[config.mk]
export PLATFORM = sky130hd
export DESIGN_NAME = sync_serial_port_controller_top_flat
export DESIGN_NICKNAME = d
export VERILOG_FILES = /design/src/rtl/sspc_pkg.sv /design/src/rtl/sspc_if.sv /design/src/rtl/sspc_core.sv /design/src/rtl/sync_serial_port_controller_top.sv /design/src/flat_wrapper.sv
export SDC_FILE = /design/constraint.sdc
export NUM_CORES = 1
export LEC_CHECK = 0
export BUFFER_PORTS_ARGS = -buffer_cell sky130_fd_sc_hd__buf_2
export CELL_PAD_IN_SITES_DETAIL_PLACEMENT = 0
export CELL_PAD_IN_SITES_GLOBAL_PLACEMENT = 1
export CORE_AREA = 3 3 95 142
export CTS_CLUSTER_DIAMETER = 40
export DETAILED_ROUTE_END_ITERATION = 6
export DIE_AREA = 0 0 98 145
export PLACE_DENSITY = 0.81
export SETUP_SLACK_MARGIN = 0.1
export SLEW_MARGIN = 20
export SYNTH_ARGS = -nofsm -noshare
export SYNTH_HDL_FRONTEND = slang
export SYNTH_SLANG_ARGS = --single-unit
[constraint.sdc]
create_clock -name clock -period 5.82 [get_ports clock]
set_clock_uncertainty 0.2 [all_clocks]
set_input_delay 1.455 -clock clock [delete_from_list [all_inputs] [get_ports clock]]
set_output_delay 1.455 -clock clock [all_outputs]
set_load 0.02 [all_outputs]
[src/rtl/sspc_pkg.sv]
`timescale 1ns / 1ps

package sspc_pkg;

   localparam int OP_W    = 2;
   localparam int ADDR_W  = 4;
   localparam int WDATA_W = 16;
   localparam int RDATA_W = 32;

   localparam logic [OP_W-1:0] OP_TICK  = 2'd0;
   localparam logic [OP_W-1:0] OP_READ  = 2'd1;
   localparam logic [OP_W-1:0] OP_WRITE = 2'd2;

   localparam logic [ADDR_W-1:0] ADDR_DATA    = 4'h0;
   localparam logic [ADDR_W-1:0] ADDR_STATUS  = 4'h4;
   localparam logic [ADDR_W-1:0] ADDR_MODE    = 4'h8;
   localparam logic [ADDR_W-1:0] ADDR_CONTROL = 4'hA;
   localparam logic [ADDR_W-1:0] ADDR_BAUD    = 4'hE;

   localparam logic [7:0]  BIT_PERIOD     = 8'd68;
   localparam logic [5:0]  ACK_HOLD_TICKS = 6'd32;

   localparam logic [15:0] CONTROL_MASK = 16'h3F2F;
   localparam logic [15:0] MODE_MASK    = 16'h013F;

   localparam int CTRL_TX_EN     = 0;
   localparam int CTRL_DTR       = 1;
   localparam int CTRL_RX_EN     = 2;
   localparam int CTRL_IRQ_ACK   = 4;
   localparam int CTRL_RESET     = 6;
   localparam int CTRL_IRQ_TX    = 10;
   localparam int CTRL_IRQ_RX    = 11;
   localparam int CTRL_IRQ_DSR   = 12;
   localparam int CTRL_PORT_SEL  = 13;

   typedef struct packed {
      logic [OP_W-1:0]    op;
      logic [ADDR_W-1:0]  addr;
      logic [WDATA_W-1:0] wdata;
      logic               rxd;
      logic               dsr_pulse;
   } item_type;

   typedef struct packed {
      logic [RDATA_W-1:0] rdata;
      logic               txd;
      logic               bit_strobe;
      logic               select_port0;
      logic               select_port1;
      logic               irq;
   } result_type;

endpackage

[src/rtl/sspc_if.sv]
`timescale 1ns / 1ps

interface sspc_req_if;
   logic                         valid;
   logic                         ready;
   logic [sspc_pkg::OP_W-1:0]    op;
   logic [sspc_pkg::ADDR_W-1:0]  addr;
   logic [sspc_pkg::WDATA_W-1:0] wdata;
   logic                         rxd;
   logic                         dsr_pulse;

   modport source (output valid, op, addr, wdata, rxd, dsr_pulse, input ready);
   modport sink   (input valid, op, addr, wdata, rxd, dsr_pulse, output ready);
endinterface

interface sspc_rsp_if;
   logic                         valid;
   logic                         ready;
   logic [sspc_pkg::RDATA_W-1:0] rdata;
   logic                         txd;
   logic                         bit_strobe;
   logic                         select_port0;
   logic                         select_port1;
   logic                         irq;

   modport source (output valid, rdata, txd, bit_strobe, select_port0, select_port1, irq,
                   input ready);
   modport sink   (input valid, rdata, txd, bit_strobe, select_port0, select_port1, irq,
                   output ready);
endinterface

[src/rtl/sspc_core.sv]
`timescale 1ns / 1ps

module sspc_core (
   input  logic                 clock,
   input  logic                 reset,
   input  logic                 step,
   input  sspc_pkg::item_type   item,
   output sspc_pkg::result_type res
);

   typedef struct packed {
      logic [15:0] control;
      logic [8:0]  mode;
      logic [15:0] baud;
      logic [7:0]  tx_byte;
      logic [7:0]  rx_byte;
      logic        tx_pending;
      logic        rx_pending;
      logic        tx_busy;
      logic        rx_busy;
      logic        rx_ready;
      logic [2:0]  tx_bit_index;
      logic [2:0]  rx_bit_index;
      logic [7:0]  period_count;
      logic        irq_flag;
      logic [5:0]  ack_hold;
   } state_type;

   state_type state_ff;
   state_type state_in;
   logic      done;

   function automatic state_type start_check(input state_type s);
      state_type r;
      logic      go;
      r  = s;
      go = (r.rx_pending && r.control[sspc_pkg::CTRL_RX_EN]) ||
           (r.tx_pending && r.control[sspc_pkg::CTRL_TX_EN]);
      if (go) begin
         if (r.rx_pending) begin
            r.rx_pending   = 1'b0;
            r.rx_busy      = 1'b1;
            r.rx_ready     = 1'b0;
            r.rx_byte      = '0;
            r.rx_bit_index = '0;
         end
         if (r.tx_pending) begin
            r.tx_pending   = 1'b0;
            r.tx_busy      = 1'b1;
            r.tx_bit_index = '0;
         end
         r.period_count = sspc_pkg::BIT_PERIOD;
      end
      if (!r.control[sspc_pkg::CTRL_TX_EN] && !r.control[sspc_pkg::CTRL_RX_EN]) begin
         r.rx_busy = 1'b0;
         r.tx_busy = 1'b0;
      end
      if (!r.rx_busy && !r.tx_busy) begin
         r.period_count = '0;
      end
      return r;
   endfunction

   always_comb begin
      state_in = state_ff;
      res      = '0;
      done     = 1'b0;
      unique case (item.op)
         sspc_pkg::OP_TICK: begin
            if (item.dsr_pulse && state_in.control[sspc_pkg::CTRL_DTR]) begin
               state_in.ack_hold = sspc_pkg::ACK_HOLD_TICKS;
               if (state_in.control[sspc_pkg::CTRL_IRQ_DSR]) begin
                  state_in.irq_flag = 1'b1;
               end
            end else if (state_in.ack_hold != '0) begin
               state_in.ack_hold = state_in.ack_hold - 6'd1;
            end
            if (state_in.period_count != '0) begin
               state_in.period_count = state_in.period_count - 8'd1;
               if (state_in.period_count == '0 && (state_in.rx_busy || state_in.tx_busy)) begin
                  res.bit_strobe = 1'b1;
                  if (state_in.tx_busy) begin
                     res.txd = state_in.tx_byte[state_in.tx_bit_index];
                     state_in.tx_bit_index = state_in.tx_bit_index + 3'd1;
                     if (state_in.tx_bit_index == '0) begin
                        done             = 1'b1;
                        state_in.tx_busy = 1'b0;
                        if (state_in.control[sspc_pkg::CTRL_IRQ_TX]) begin
                           state_in.irq_flag = 1'b1;
                        end
                     end
                  end
                  if (state_in.rx_busy) begin
                     state_in.rx_byte[state_in.rx_bit_index] = item.rxd;
                     state_in.rx_bit_index = state_in.rx_bit_index + 3'd1;
                     if (state_in.rx_bit_index == '0) begin
                        done              = 1'b1;
                        state_in.rx_busy  = 1'b0;
                        state_in.rx_ready = 1'b1;
                        if (state_in.control[sspc_pkg::CTRL_IRQ_RX]) begin
                           state_in.irq_flag = 1'b1;
                        end
                     end
                  end
                  state_in.period_count = sspc_pkg::BIT_PERIOD;
                  if (done) begin
                     state_in = start_check(state_in);
                  end
                  if (!state_in.rx_busy && !state_in.tx_busy) begin
                     state_in.period_count = '0;
                  end
               end
            end
         end
         sspc_pkg::OP_READ: begin
            unique case (item.addr)
               sspc_pkg::ADDR_DATA: begin
                  res.rdata         = {4{state_in.rx_byte}};
                  state_in.rx_ready   = 1'b0;
                  state_in.rx_pending = 1'b1;
                  state_in.rx_busy    = 1'b0;
                  state_in            = start_check(state_in);
               end
               sspc_pkg::ADDR_STATUS: begin
                  res.rdata[0] = !state_in.tx_pending && !state_in.tx_busy;
                  res.rdata[1] = state_in.rx_ready;
                  res.rdata[7] = state_in.ack_hold != '0;
                  res.rdata[9] = state_in.irq_flag;
               end
               sspc_pkg::ADDR_MODE:    res.rdata = {23'd0, state_in.mode};
               sspc_pkg::ADDR_CONTROL: res.rdata = {16'd0, state_in.control};
               sspc_pkg::ADDR_BAUD:    res.rdata = {16'd0, state_in.baud};
               default: ;
            endcase
         end
         sspc_pkg::OP_WRITE: begin
            unique case (item.addr)
               sspc_pkg::ADDR_DATA: begin
                  state_in.tx_byte    = item.wdata[7:0];
                  state_in.tx_pending = 1'b1;
                  state_in.tx_busy    = 1'b0;
               end
               sspc_pkg::ADDR_MODE: begin
                  state_in.mode = item.wdata[8:0] & sspc_pkg::MODE_MASK[8:0];
               end
               sspc_pkg::ADDR_CONTROL: begin
                  if (item.wdata[sspc_pkg::CTRL_RESET]) begin
                     state_in = '0;
                  end else begin
                     state_in.control = item.wdata & sspc_pkg::CONTROL_MASK;
                     if (item.wdata[sspc_pkg::CTRL_IRQ_ACK]) begin
                        state_in.irq_flag = 1'b0;
                     end
                     if (!state_in.control[sspc_pkg::CTRL_DTR] ||
                         (state_in.control[sspc_pkg::CTRL_PORT_SEL] !=
                          state_ff.control[sspc_pkg::CTRL_PORT_SEL])) begin
                        state_in.ack_hold = '0;
                     end
                  end
               end
               sspc_pkg::ADDR_BAUD: state_in.baud = item.wdata;
               default: ;
            endcase
            state_in = start_check(state_in);
         end
         default: ;
      endcase
      res.select_port0 = state_in.control[sspc_pkg::CTRL_DTR] &&
                         !state_in.control[sspc_pkg::CTRL_PORT_SEL];
      res.select_port1 = state_in.control[sspc_pkg::CTRL_DTR] &&
                         state_in.control[sspc_pkg::CTRL_PORT_SEL];
      res.irq          = state_in.irq_flag;
   end

   always_ff @(posedge clock) begin
      if (reset) begin
         state_ff <= '0;
      end else if (step) begin
         state_ff <= state_in;
      end
   end

endmodule

[src/rtl/sync_serial_port_controller_top.sv]
// Synchronous serial port controller.
// req_chan carries one request per handshake: a clock tick, a register read
// or a register write (op, addr, wdata, plus rxd and dsr_pulse for ticks).
// rsp_chan returns exactly one response per request, in order: read data,
// the transmit bit and bit strobe of a tick, the two port select lines and
// the interrupt level as they stand after the request.
// A request is held in the input register, then the port state and the
// response register update together. One request is accepted every cycle
// while the response side takes responses; all per-request work is a single
// short combinational pass over the port state, so nothing iterates.
// When rsp_chan stalls, the response register holds and the input register
// absorbs one more request before req_chan.ready drops.
// Synchronous reset clears the registers, flags, divider and hold window,
// and empties both pipeline registers.
`timescale 1ns / 1ps

module sync_serial_port_controller_top (
   input logic        clock,
   input logic        reset,
   sspc_req_if.sink   req_chan,
   sspc_rsp_if.source rsp_chan
);

   logic                 s1_valid_ff;
   sspc_pkg::item_type   s1_item_ff;
   logic                 out_valid_ff;
   sspc_pkg::result_type out_res_ff;
   sspc_pkg::result_type core_res;
   logic                 out_free;
   logic                 advance;
   logic                 req_take;

   assign out_free       = !out_valid_ff || rsp_chan.ready;
   assign advance        = s1_valid_ff && out_free;
   assign req_chan.ready = !s1_valid_ff || out_free;
   assign req_take       = req_chan.valid && req_chan.ready;

   always_ff @(posedge clock) begin
      if (reset) begin
         s1_valid_ff <= 1'b0;
      end else if (req_chan.ready) begin
         s1_valid_ff <= req_chan.valid;
      end
   end

   always_ff @(posedge clock) begin
      if (req_take) begin
         s1_item_ff.op        <= req_chan.op;
         s1_item_ff.addr      <= req_chan.addr;
         s1_item_ff.wdata     <= req_chan.wdata;
         s1_item_ff.rxd       <= req_chan.rxd;
         s1_item_ff.dsr_pulse <= req_chan.dsr_pulse;
      end
   end

   sspc_core u_core (
      .clock (clock),
      .reset (reset),
      .step  (advance),
      .item  (s1_item_ff),
      .res   (core_res)
   );

   always_ff @(posedge clock) begin
      if (reset) begin
         out_valid_ff <= 1'b0;
      end else if (out_free) begin
         out_valid_ff <= s1_valid_ff;
      end
   end

   always_ff @(posedge clock) begin
      if (advance) begin
         out_res_ff <= core_res;
      end
   end

   assign rsp_chan.valid        = out_valid_ff;
   assign rsp_chan.rdata        = out_res_ff.rdata;
   assign rsp_chan.txd          = out_res_ff.txd;
   assign rsp_chan.bit_strobe   = out_res_ff.bit_strobe;
   assign rsp_chan.select_port0 = out_res_ff.select_port0;
   assign rsp_chan.select_port1 = out_res_ff.select_port1;
   assign rsp_chan.irq          = out_res_ff.irq;

   a_no_dual_select: assert property (@(posedge clock) disable iff (reset)
      rsp_chan.valid |-> !(rsp_chan.select_port0 && rsp_chan.select_port1))
      else $error("both port selects active");

   a_txd_needs_strobe: assert property (@(posedge clock) disable iff (reset)
      rsp_chan.valid |-> (!rsp_chan.txd || rsp_chan.bit_strobe))
      else $error("txd high without bit strobe");

   a_strobe_no_rdata: assert property (@(posedge clock) disable iff (reset)
      (rsp_chan.valid && rsp_chan.bit_strobe) |-> (rsp_chan.rdata == '0))
      else $error("bit strobe on a read response");

   a_reset_empties: assert property (@(posedge clock)
      reset |=> (!rsp_chan.valid && req_chan.ready))
      else $error("pipeline not empty after reset");

endmodule

[src/flat_wrapper.sv]
// flat-port wrapper written by rule: the top's interface ports become plain ports
module sync_serial_port_controller_top_flat 
  (clock, reset, req_chan_valid, req_chan_op, req_chan_addr, req_chan_wdata, req_chan_rxd, req_chan_dsr_pulse, req_chan_ready, rsp_chan_valid, rsp_chan_rdata, rsp_chan_txd, rsp_chan_bit_strobe, rsp_chan_select_port0, rsp_chan_select_port1, rsp_chan_irq, rsp_chan_ready);
  sspc_req_if req_chan_i ();
  sspc_rsp_if rsp_chan_i ();
  input logic clock;
  input logic reset;
  input wire logic [$bits(req_chan_i.valid)-1:0] req_chan_valid;
  input wire logic [$bits(req_chan_i.op)-1:0] req_chan_op;
  input wire logic [$bits(req_chan_i.addr)-1:0] req_chan_addr;
  input wire logic [$bits(req_chan_i.wdata)-1:0] req_chan_wdata;
  input wire logic [$bits(req_chan_i.rxd)-1:0] req_chan_rxd;
  input wire logic [$bits(req_chan_i.dsr_pulse)-1:0] req_chan_dsr_pulse;
  output wire logic [$bits(req_chan_i.ready)-1:0] req_chan_ready;
  output wire logic [$bits(rsp_chan_i.valid)-1:0] rsp_chan_valid;
  output wire logic [$bits(rsp_chan_i.rdata)-1:0] rsp_chan_rdata;
  output wire logic [$bits(rsp_chan_i.txd)-1:0] rsp_chan_txd;
  output wire logic [$bits(rsp_chan_i.bit_strobe)-1:0] rsp_chan_bit_strobe;
  output wire logic [$bits(rsp_chan_i.select_port0)-1:0] rsp_chan_select_port0;
  output wire logic [$bits(rsp_chan_i.select_port1)-1:0] rsp_chan_select_port1;
  output wire logic [$bits(rsp_chan_i.irq)-1:0] rsp_chan_irq;
  input wire logic [$bits(rsp_chan_i.ready)-1:0] rsp_chan_ready;
  assign req_chan_i.valid = req_chan_valid;
  assign req_chan_i.op = req_chan_op;
  assign req_chan_i.addr = req_chan_addr;
  assign req_chan_i.wdata = req_chan_wdata;
  assign req_chan_i.rxd = req_chan_rxd;
  assign req_chan_i.dsr_pulse = req_chan_dsr_pulse;
  assign req_chan_ready = req_chan_i.ready;
  assign rsp_chan_valid = rsp_chan_i.valid;
  assign rsp_chan_rdata = rsp_chan_i.rdata;
  assign rsp_chan_txd = rsp_chan_i.txd;
  assign rsp_chan_bit_strobe = rsp_chan_i.bit_strobe;
  assign rsp_chan_select_port0 = rsp_chan_i.select_port0;
  assign rsp_chan_select_port1 = rsp_chan_i.select_port1;
  assign rsp_chan_irq = rsp_chan_i.irq;
  assign rsp_chan_i.ready = rsp_chan_ready;
  sync_serial_port_controller_top u_core (.clock(clock), .reset(reset), .req_chan(req_chan_i), .rsp_chan(rsp_chan_i));
endmodule
## Yosys cells after proc, flatten, opt, wreduce, memory -nomap -nowiden

Cells that the tools add are included.
Widths: inputs -> output; s select.

- Bits in registers: 146
- Output and inout bits: 39
- Input port bits: 28

- Bitwise operators: 2
- Muxes and demuxes: 90
- Equality and inequality tests: 20
- $lt $le $gt $ge: 3
- Reduce and logical (&&, ||, !) cells: 69
- $add $sub $neg: 4

Operator list:

| cell | count |
|---|---|
| $mux 81 | 5 |
| $pmux 83 s3 | 1 |
| $mux 27 | 3 |
| $mux 34 | 2 |
| $pmux 22 s3 | 1 |
| $mux 8 | 8 |
| $mux 60 | 1 |
| $mux 16 | 2 |
| $pmux 16 s2 | 1 |
| $mux 2 | 14 |
| $mux 1 | 27 |
| $reduce_and 6->1 | 4 |
| $mux 23 | 1 |
| $mux 3 | 7 |
| $reduce_and 7->1 | 3 |
| $pmux 5 s4 | 1 |
| $logic_and 1x1->1 | 18 |
| $logic_not 1->1 | 18 |
| $mux 6 | 3 |
| $pmux 9 s2 | 1 |
| $pmux 8 s2 | 1 |
| $reduce_and 5->1 | 3 |
| $mux 14 | 1 |
| $ne 2x2->1 const B | 7 |
| other kinds (35) | 55 |

## Logic depth before layout (Yosys ltp)

Gate-level depths: netlist of run 1.

- Depth in word-level cells: 28
- Mapped depth: 10
- Depth with buffers taken out: 9

## Cells and area by module

A second synthesis of run 1 with hierarchy kept.

- Cell total of the unflattened synthesis: 690
- Area, all modules: 6622.6 um^2

Modules (own cells, without submodules):

| module | cells each | times used | area an instance (um^2) |
|---|---|---|---|
| sspc_core | 619 | 1 | 4687.0 |
| sync_serial_port_controller_top | 71 | 1 | 1935.6 |

## Worst setup path before layout of run 1

No wires, ideal clock.

- Path kind: in2reg
- Start point: input port rsp_chan_ready
- End point: register u_core.u_core.state_ff[47] in the netlist's numbering
- Setup slack: 2.129 ns
- Path buffers: 2
- Setup time: 0.128 ns
- Cell stages on the path: 9
- Data required time: 5.492 ns
- Arrival: 3.364 ns
- Cells stage by stage: nor2b_1 -> nand2b_1 -> inv_1 -> and3_1 -> clkbuf_1 -> a21oi_1 -> clkbuf_1 -> a22oi_1 -> nor2_1

- Word-level cells in the longest chain between the ends: 3

Ends and longest elaborated chain:

| element | line | source |
|---|---|---|
| from (decl) | flat_wrapper.sv:22 | `input wire logic [$bits(rsp_chan_i.ready)-1:0] rsp_chan_ready;` |
| $logic_or 1x1->1 | sync_serial_port_controller_top.sv:33 | `assign out_free = !out_valid_ff \|\| rsp_chan.ready;` |
| $logic_and 1x1->1 | sync_serial_port_controller_top.sv:34 | `assign advance = s1_valid_ff && out_free;` |
| via u_core.advance | sync_serial_port_controller_top.sv:30 | `logic advance;` |
| $reduce_and 6->1 (no line) | - |  |
| to (signal assigned) | sspc_core.sv:179 | `state_ff <= state_in;` |
| to (decl) | sspc_core.sv:29 | `state_type state_ff;` |

The timed path passes the listed nets, and every way through them passes these cells.
A chain may end at the register's enable or synchronous reset.

## Worst setup path after layout of run 1

- Start point: input port rsp_chan_ready
- End point: output port req_chan_ready

- Word-level cells in the longest chain between the ends: 2

Ends and longest elaborated chain:

| element | line | source |
|---|---|---|
| $logic_or 1x1->1 | sync_serial_port_controller_top.sv:33 |  |
| $logic_or 1x1->1 | sync_serial_port_controller_top.sv:35 | `assign req_chan.ready = !s1_valid_ff \|\| out_free;` |
| to (decl) | flat_wrapper.sv:14 | `output wire logic [$bits(req_chan_i.ready)-1:0] req_chan_ready;` |

No other way between the ends.

==> results of run 1 <==
-- layout by cell type, fill, tap and decap left out, types with 5 or more instances in the layout --
| master | synthesis | routed |
|---|---|---|
| mux2i_1 | 6 | 6 |
| dfxtp_1 | 78 | 78 |
| clkbuf_16 | 0 | 17 |
| nand2b_1 | 11 | 11 |
| a22oi_1 | 24 | 24 |
| nor2b_1 | 7 | 7 |
| o2bb2ai_1 | 9 | 9 |
| inv_6 | 0 | 5 |
| nor2_1 | 76 | 76 |
| nor3_1 | 12 | 12 |
| o21ai_0 | 14 | 14 |
| nand3b_1 | 6 | 6 |
| and3_1 | 9 | 9 |
| a31oi_1 | 8 | 8 |
| a21oi_1 | 52 | 51 |
| nand2_1 | 61 | 61 |
| ha_1 | 8 | 8 |
| nand3_1 | 20 | 20 |
| edfxtp_1 | 53 | 53 |
| inv_1 | 13 | 13 |
| or3_1 | 5 | 5 |
| o21ai_1 | 14 | 14 |
| buf_4 | 8 | 6 |
| buf_2 | 1 | 66 |
| a222oi_1 | 9 | 9 |
-- per-stage QoR --
step	utilization	worst slack (ps)	instance area, um2
3_5_place_dp	0.514	1590	6390
5_1_grt	0.563	2040	7010
2_1_floorplan	-	2130	6020
3_3_place_gp	0.514	1810	6390
4_1_cts	0.562	2020	7000
6_report	0.563	2150	7010
-- power by group --
part	internal, mW	switching (mW)
sequential	0.978	0.0221
clock	0.679	0.424
combinational	0.0378	0.0833
total	1.69	0.529
-- Yosys cell counts, types with 5 or more instances --
library cell and instances:
nor2_1 76, nand2_1 61, nor3_1 12, mux2i_1 6, or3_1 5, and3_1 9, o2bb2ai_1 9, dfxtp_1 78
o21ai_0 14, nand3b_1 6, a22oi_1 24, a222oi_1 9, o21ai_1 14, edfxtp_1 53, nor2b_1 7, clkbuf_1 33
inv_1 13, buf_4 8, nand2b_1 11, ha_1 8, a21oi_1 52, a31oi_1 8, nand3_1 20
-- per-layer routing --
| metal | global-route usage | share of wire |
|---|---|---|
| met4 | 0.0915 | 0.033 |
| met5 | 0 | 0 |
| met1 | 0.293 | 0.40 |
| met2 | 0.403 | 0.51 |
| met3 | 0.0418 | 0.050 |
-- path summary, 6_finish.rpt --
path,startpoint,end
hold reg to reg,u_core.u_core.state_ff[38]$_SDFFE_PP0P_,u_core.u_core.state_ff[38]$_SDFFE_PP0P_
setup / recovery,rsp_chan_ready,req_chan_ready
hold / removal,u_core.u_core.state_ff[38]$_SDFFE_PP0P_,u_core.u_core.state_ff[38]$_SDFFE_PP0P_
setup reg to reg,u_core.u_core.state_ff[7]$_SDFFE_PP0P_,u_core.u_core.state_ff[18]$_SDFFE_PP0P_
-- layout make-up --
type	count	area, um2	share of cell area
Inverter	13	48.8	0.00696
Multi-Input combinational cell	431	2630	0.375
Timing Repair Buffer	72	375	0.0536
Sequential cell	131	3150	0.450
Clock inverter	14	175	0.0250
Tap cell	156	195	0.0279
Clock buffer	18	429	0.0612
-- cells by family (layout without fill, tap and decap cells) --
family,after synthesis,count (layout),share of synthesized area
compound gates,169,169,0.189
xor+xnor,8,8,0.0116
fa+ha+maj,8,8,0.0166
buf+inv,58,117,0.0414
flops,131,131,0.524
mux,10,10,0.0212
simple gates,236,236,0.196
-- worst max-delay path: stages --
cell     delay, ps
buf_2          100
nor2b_1        200
nand2_1        100
buf_2          160
-- flip-flops by register name, summed over array words and instances, names as in the netlist --
signal,flops
u_core.rsp_chan.bit_strobe,1
u_core.rsp_chan.irq,1
u_core.rsp_chan.rdata,24
u_core.rsp_chan.select_port0,1
u_core.rsp_chan.select_port1,1
u_core.rsp_chan.txd,1
u_core.rsp_chan.valid,1
u_core.s1_item_ff,24
u_core.s1_valid_ff,1
u_core.u_core.state_ff,76
==> out/summary.txt, run 1 <==
Final-report hold violation count -> 0
Synth area leader -> edfxtp_1
Setup TNS -> 0 ps
WP data required -> 4160 ps
Mapped Nets -> 656
Initial antenna violation count -> 0
RSZ-0062 raised after global routing -> no
Gr ovfl total -> 0
Routability congestion estimate -> 0.872
Cells after DPL -> 803
Max Transition Viols Final -> 0
Number of fill cells -> 1131
Pleak -> 2.49 nW
Die Y -> 145 um
Share of layout cells above drive strength 1 -> 0.184
Total track usage -> 0.236
Yosys Warn Count -> 0
Seq/Total Area, Yosys -> 0.524
Critical path fanouts, max -> 4
Clk root buf -> clkbuf_16
Worst Tran Pin Value -> 1040 ps
Synth area leaders -> edfxtp_1, dfxtp_1, nor2_1
Die area -> 14200 um2
CP endpoint kind -> output pin
CTS Buffer Depth -> 2
Slew headroom -> 0.300
# rows -> 50
Post-CTS sizing -> 0
Clk sinks -> 131
H-Tree Depth -> 4
DR vias/cell -> 6.00
# Post-CTS Setup Buffers -> 0
Top FF cell, synth -> dfxtp_1
Synth Register Bits -> 131
Highest Clock Rate -> 272 MHz
Reg-to-reg slack, setup -> 2480 ps
Final Net Count -> 702
Yosys top cell area share -> 0.264
Synth Instances -> 620
Period utilization -> 0.631
First-pass GRT wire length -> 26500 um
Fraction of registers with async set/reset -> 0
Core ar. -> 12400 um2
IO Pins -> 67
Synthesized area per cell -> 9.71 um2
CTS tree -> done
Post-CTS Hold Buffers -> 0
Setup CP Type -> input pin to output pin
Status -> complete, no violations
Cell Area, Synth -> 6020 um2
WL final -> 16300 um
# port buffers -> 66
Routed length per placed instance -> 19.6 um
Final instance count without filler cells -> 835
# setup viols final -> 0
Synthesis-to-layout area growth -> 16.4%
N_diodes -> 0
Reg2reg path depth -> 9
Hpwl dp -> 11600 um
Final ANT Viol Nets -> 0
MaxCap Viol Count -> 0
DRC viols -> 0
Worst skew pair latency -> 420 ps
Num CTS Buffers -> 17
Hold WS -> 253 ps
Initial Util -> 0.483
Vias in the first global route -> 4930
Crit start category -> input pin
Final Power -> 2.22 mW
Worst Hold Depth -> 2
Unique masters post-synth -> 69
Initial DRC count -> 336
Vias -> 5008
Largest net degree at the start of global routing -> 35
Clock slew at reported path FFs -> 60 ps
First drt pass iteration count -> 6
Min-Delay Path Class -> flop to flop
Clock period minus worst slack -> 3670 ps
Peak supply drop -> 256 uV
Die W -> 98 um
EDFF count, synth -> 53
CP Data Arrival Time -> 2020 ps
Pwr Density -> 317 nW/um2
(Power assumes the default switching activity.)
==> inputs of run 2 (changes only) <==
--- a/config.mk
+++ b/config.mk
@@ -8,11 +8,11 @@
 export BUFFER_PORTS_ARGS = -buffer_cell sky130_fd_sc_hd__buf_2
 export CELL_PAD_IN_SITES_DETAIL_PLACEMENT = 0
 export CELL_PAD_IN_SITES_GLOBAL_PLACEMENT = 1
-export CORE_AREA = 3 3 95 142
+export CORE_AREA = 3 3 99 148
 export CTS_CLUSTER_DIAMETER = 40
 export DETAILED_ROUTE_END_ITERATION = 6
-export DIE_AREA = 0 0 98 145
-export PLACE_DENSITY = 0.81
+export DIE_AREA = 0 0 102 151
+export PLACE_DENSITY = 0.75
 export SETUP_SLACK_MARGIN = 0.1
 export SLEW_MARGIN = 20
 export SYNTH_ARGS = -nofsm -noshare
==> constraint.sdc (replaced) <==
create_clock -name clock -period 3.41 [get_ports clock]
set_clock_uncertainty 0.2 [all_clocks]
set_input_delay 0.8525 -clock clock [delete_from_list [all_inputs] [get_ports clock]]
set_output_delay 0.8525 -clock clock [all_outputs]
set_load 0.02 [all_outputs]
==> run 2 against run 1 <==
- sequential power up 70%
- routed wire length up 2.7%
- sequential share of layout area down 0.74 points
- critical path depth up 5
- final cell count up 2.3%
- clock power up 74%
- die area up 8.4%
- total power up 72%
==> out/summary.txt, run 2 (synthesis results as in run 1) <==
Status -> complete, no violations
Final-report hold violation count -> 0 (unchanged)
Worst Tran Pin Value -> 979 ps (-62.5 ps)
Hold WS -> 253 ps (-0.128 ps)
MaxCap Viol Count -> 0 (unchanged)
Worst skew pair latency -> 420 ps (about the same)
Critical path's slowest cell -> or4b_4
Critical path fanouts, max -> 13 (+9)
Vias in the first global route -> 4888 (-0.85%)
Min-Delay Path Class -> flop to flop
Die area -> 15400 um2 (+8.4%)
IO Pins -> 67 (unchanged)
N_diodes -> 0 (unchanged)
Core ar. -> 13500 um2 (+8.7%)
Final Net Count -> 715 (+1.9%)
DRC viols -> 0 (unchanged)
Setup TNS -> 0 ps (unchanged)
Synthesis-to-layout area growth -> 18.4%
DR vias/cell -> 5.89 (-1.9%)
Total track usage -> 0.229 (-0.00673)
Num CTS Buffers -> 17 (unchanged)
Initial Util -> 0.445 (-0.0387)
Crit start category -> flop
Slew headroom -> 0.338 (+0.0378)
WP data required -> 3540 ps (-620 ps)
Post-CTS Hold Buffers -> 0 (unchanged)
Max FFs per register -> 76 (unchanged)
Gr ovfl total -> 0 (unchanged)
CTS Buffer Depth -> 2 (unchanged)
WL final -> 16800 um (+2.7%)
Post-CTS sizing -> 0 (unchanged)
Setup CP Type -> flop to flop
# port buffers -> 66 (unchanged)
Critical path's top delay family -> simple AND/OR/NAND/NOR gates
Final ANT Viol Nets -> 0 (unchanged)
Peak supply drop -> 351 uV (+37%)
CP Data Arrival Time -> 3260 ps (+1240 ps)
First drt pass iteration count -> 6 (unchanged)
CP dominant cell by count -> or3_4
CP bufs+invs -> 1 (-1)
Pleak -> 2.58 nW (+3.6%)
Commonest non-fill, non-tap cells in the layout -> dfxtp_1, nor2_1, buf_2
Routability congestion estimate -> 0.936 (+7.4%)
Top reg by flops -> u_core.u_core.state_ff
Pwr Density -> 537 nW/um2 (+69%)
CTS tree -> done
Largest net degree at the start of global routing -> 61 (+74%)
Hpwl dp -> 12100 um (+4.3%)
H-Tree Depth -> 4 (unchanged)
Cell Chain, Critical Path -> inv_1 -> ha_1 -> or4b_4 -> o21a_4 -> nor3_4 -> nand3_1 -> or3_4 -> or3_4 -> o2bb2ai_1
Initial antenna violation count -> 0 (unchanged)
Highest Clock Rate -> 320 MHz
Clk sinks -> 131 (unchanged)
Share of layout cells above drive strength 1 -> 0.201 (+0.0168)
Die Y -> 151 um (+4.1%)
# Post-CTS Setup Buffers -> 0 (unchanged)
Routed length per placed instance -> 19.6 um (+0.43%)
Final Power -> 3.83 mW (+72%)
RSZ-0062 raised after global routing -> no
Die W -> 102 um (+4.1%)
Max Transition Viols Final -> 0 (unchanged)
Clock period minus worst slack -> 3130 ps
Vias -> 5026 (+0.36%)
Most common cell after layout, fill and taps aside -> dfxtp_1
Period utilization -> 0.918
CP max stage delay -> 510 ps (+310 ps)
# rows -> 52 (+4.0%)
CP endpoint kind -> flop
Initial DRC count -> 337 (+0.30%)
First-pass GRT wire length -> 26800 um (+1.0%)
Clk root buf -> clkbuf_16
# setup viols final -> 0 (unchanged)
Clock slew at reported path FFs -> 60 ps (about the same)
Number of fill cells -> 1263 (+12%)
## run 2: cell count changes in the layout (fill, tap and decap cells not counted), sizes merged
cell      before  now
clkinvlp       2    0
inv           18   21
clkinv         4    3
buf           72   85
## run 2: where the power goes
part / switching [mW] / internal [mW] / leakage, nW
logic: 0.148 / 0.0709 / 1.14
registers: 0.0331 / 1.67 / 1.13
clock network: 0.734 / 1.17 / 0.305
total: 0.915 / 2.91 / 2.58
## run 2: routing by layer
| metal | vias up | global-route usage | routed length (um) |
|---|---|---|---|
| met4 | 0 | 0.0965 | 599 |
| met2 | 171 | 0.394 | 8810 |
| li1 | 2392 | - | - |
| met1 | 2424 | 0.274 | 6510 |
| met5 | - | 0 | 0 |
| met3 | 39 | 0.0479 | 859 |
## run 2: tightest hold or removal path: stages, from the launching register on
cell     delay (ps)
dfxtp_1         310
nand2_1          50
a21oi_1          50
## run 2: area by class of cell
class                      count  area, um2  share of cell area
clock inverter                14        188              0.0263
clock buffer                  18        429              0.0602
multi-input combinational    431       2630               0.369
tap                          162        203              0.0284
timing repair buffer          85        473              0.0664
inverter                      13       48.8             0.00685
sequential                   131       3150               0.442
## run 2: path summary, 6_finish.rpt
path,startpoint,endpoint,slack (ps),cells after the start
worst min register to register,u_core.u_core.state_ff[39]$_SDFFE_PP0P_,u_core.u_core.state_ff[39]$_SDFFE_PP0P_,250,2
worst min-delay path,u_core.u_core.state_ff[39]$_SDFFE_PP0P_,u_core.u_core.state_ff[39]$_SDFFE_PP0P_,250,2
worst max-delay path,u_core.u_core.state_ff[7]$_SDFFE_PP0P_,u_core.u_core.state_ff[29]$_SDFFE_PP0P_,280,9
worst max register to register,u_core.u_core.state_ff[7]$_SDFFE_PP0P_,u_core.u_core.state_ff[29]$_SDFFE_PP0P_,280,9
## run 2: through the flow
| step | util | instance area, um2 | worst slack, ps | instances |
|---|---|---|---|---|
| finish | 0.527 | 7130 | 280 | 854 |
| global route | 0.527 | 7130 | 109 | 854 |
| CTS | 0.526 | 7120 | 333 | 854 |
| detailed placement | 0.480 | 6500 | 349 | 822 |
| global placement | 0.480 | 6500 | 450 | 822 |
| floorplan | - | 6020 | 321 | 620 |
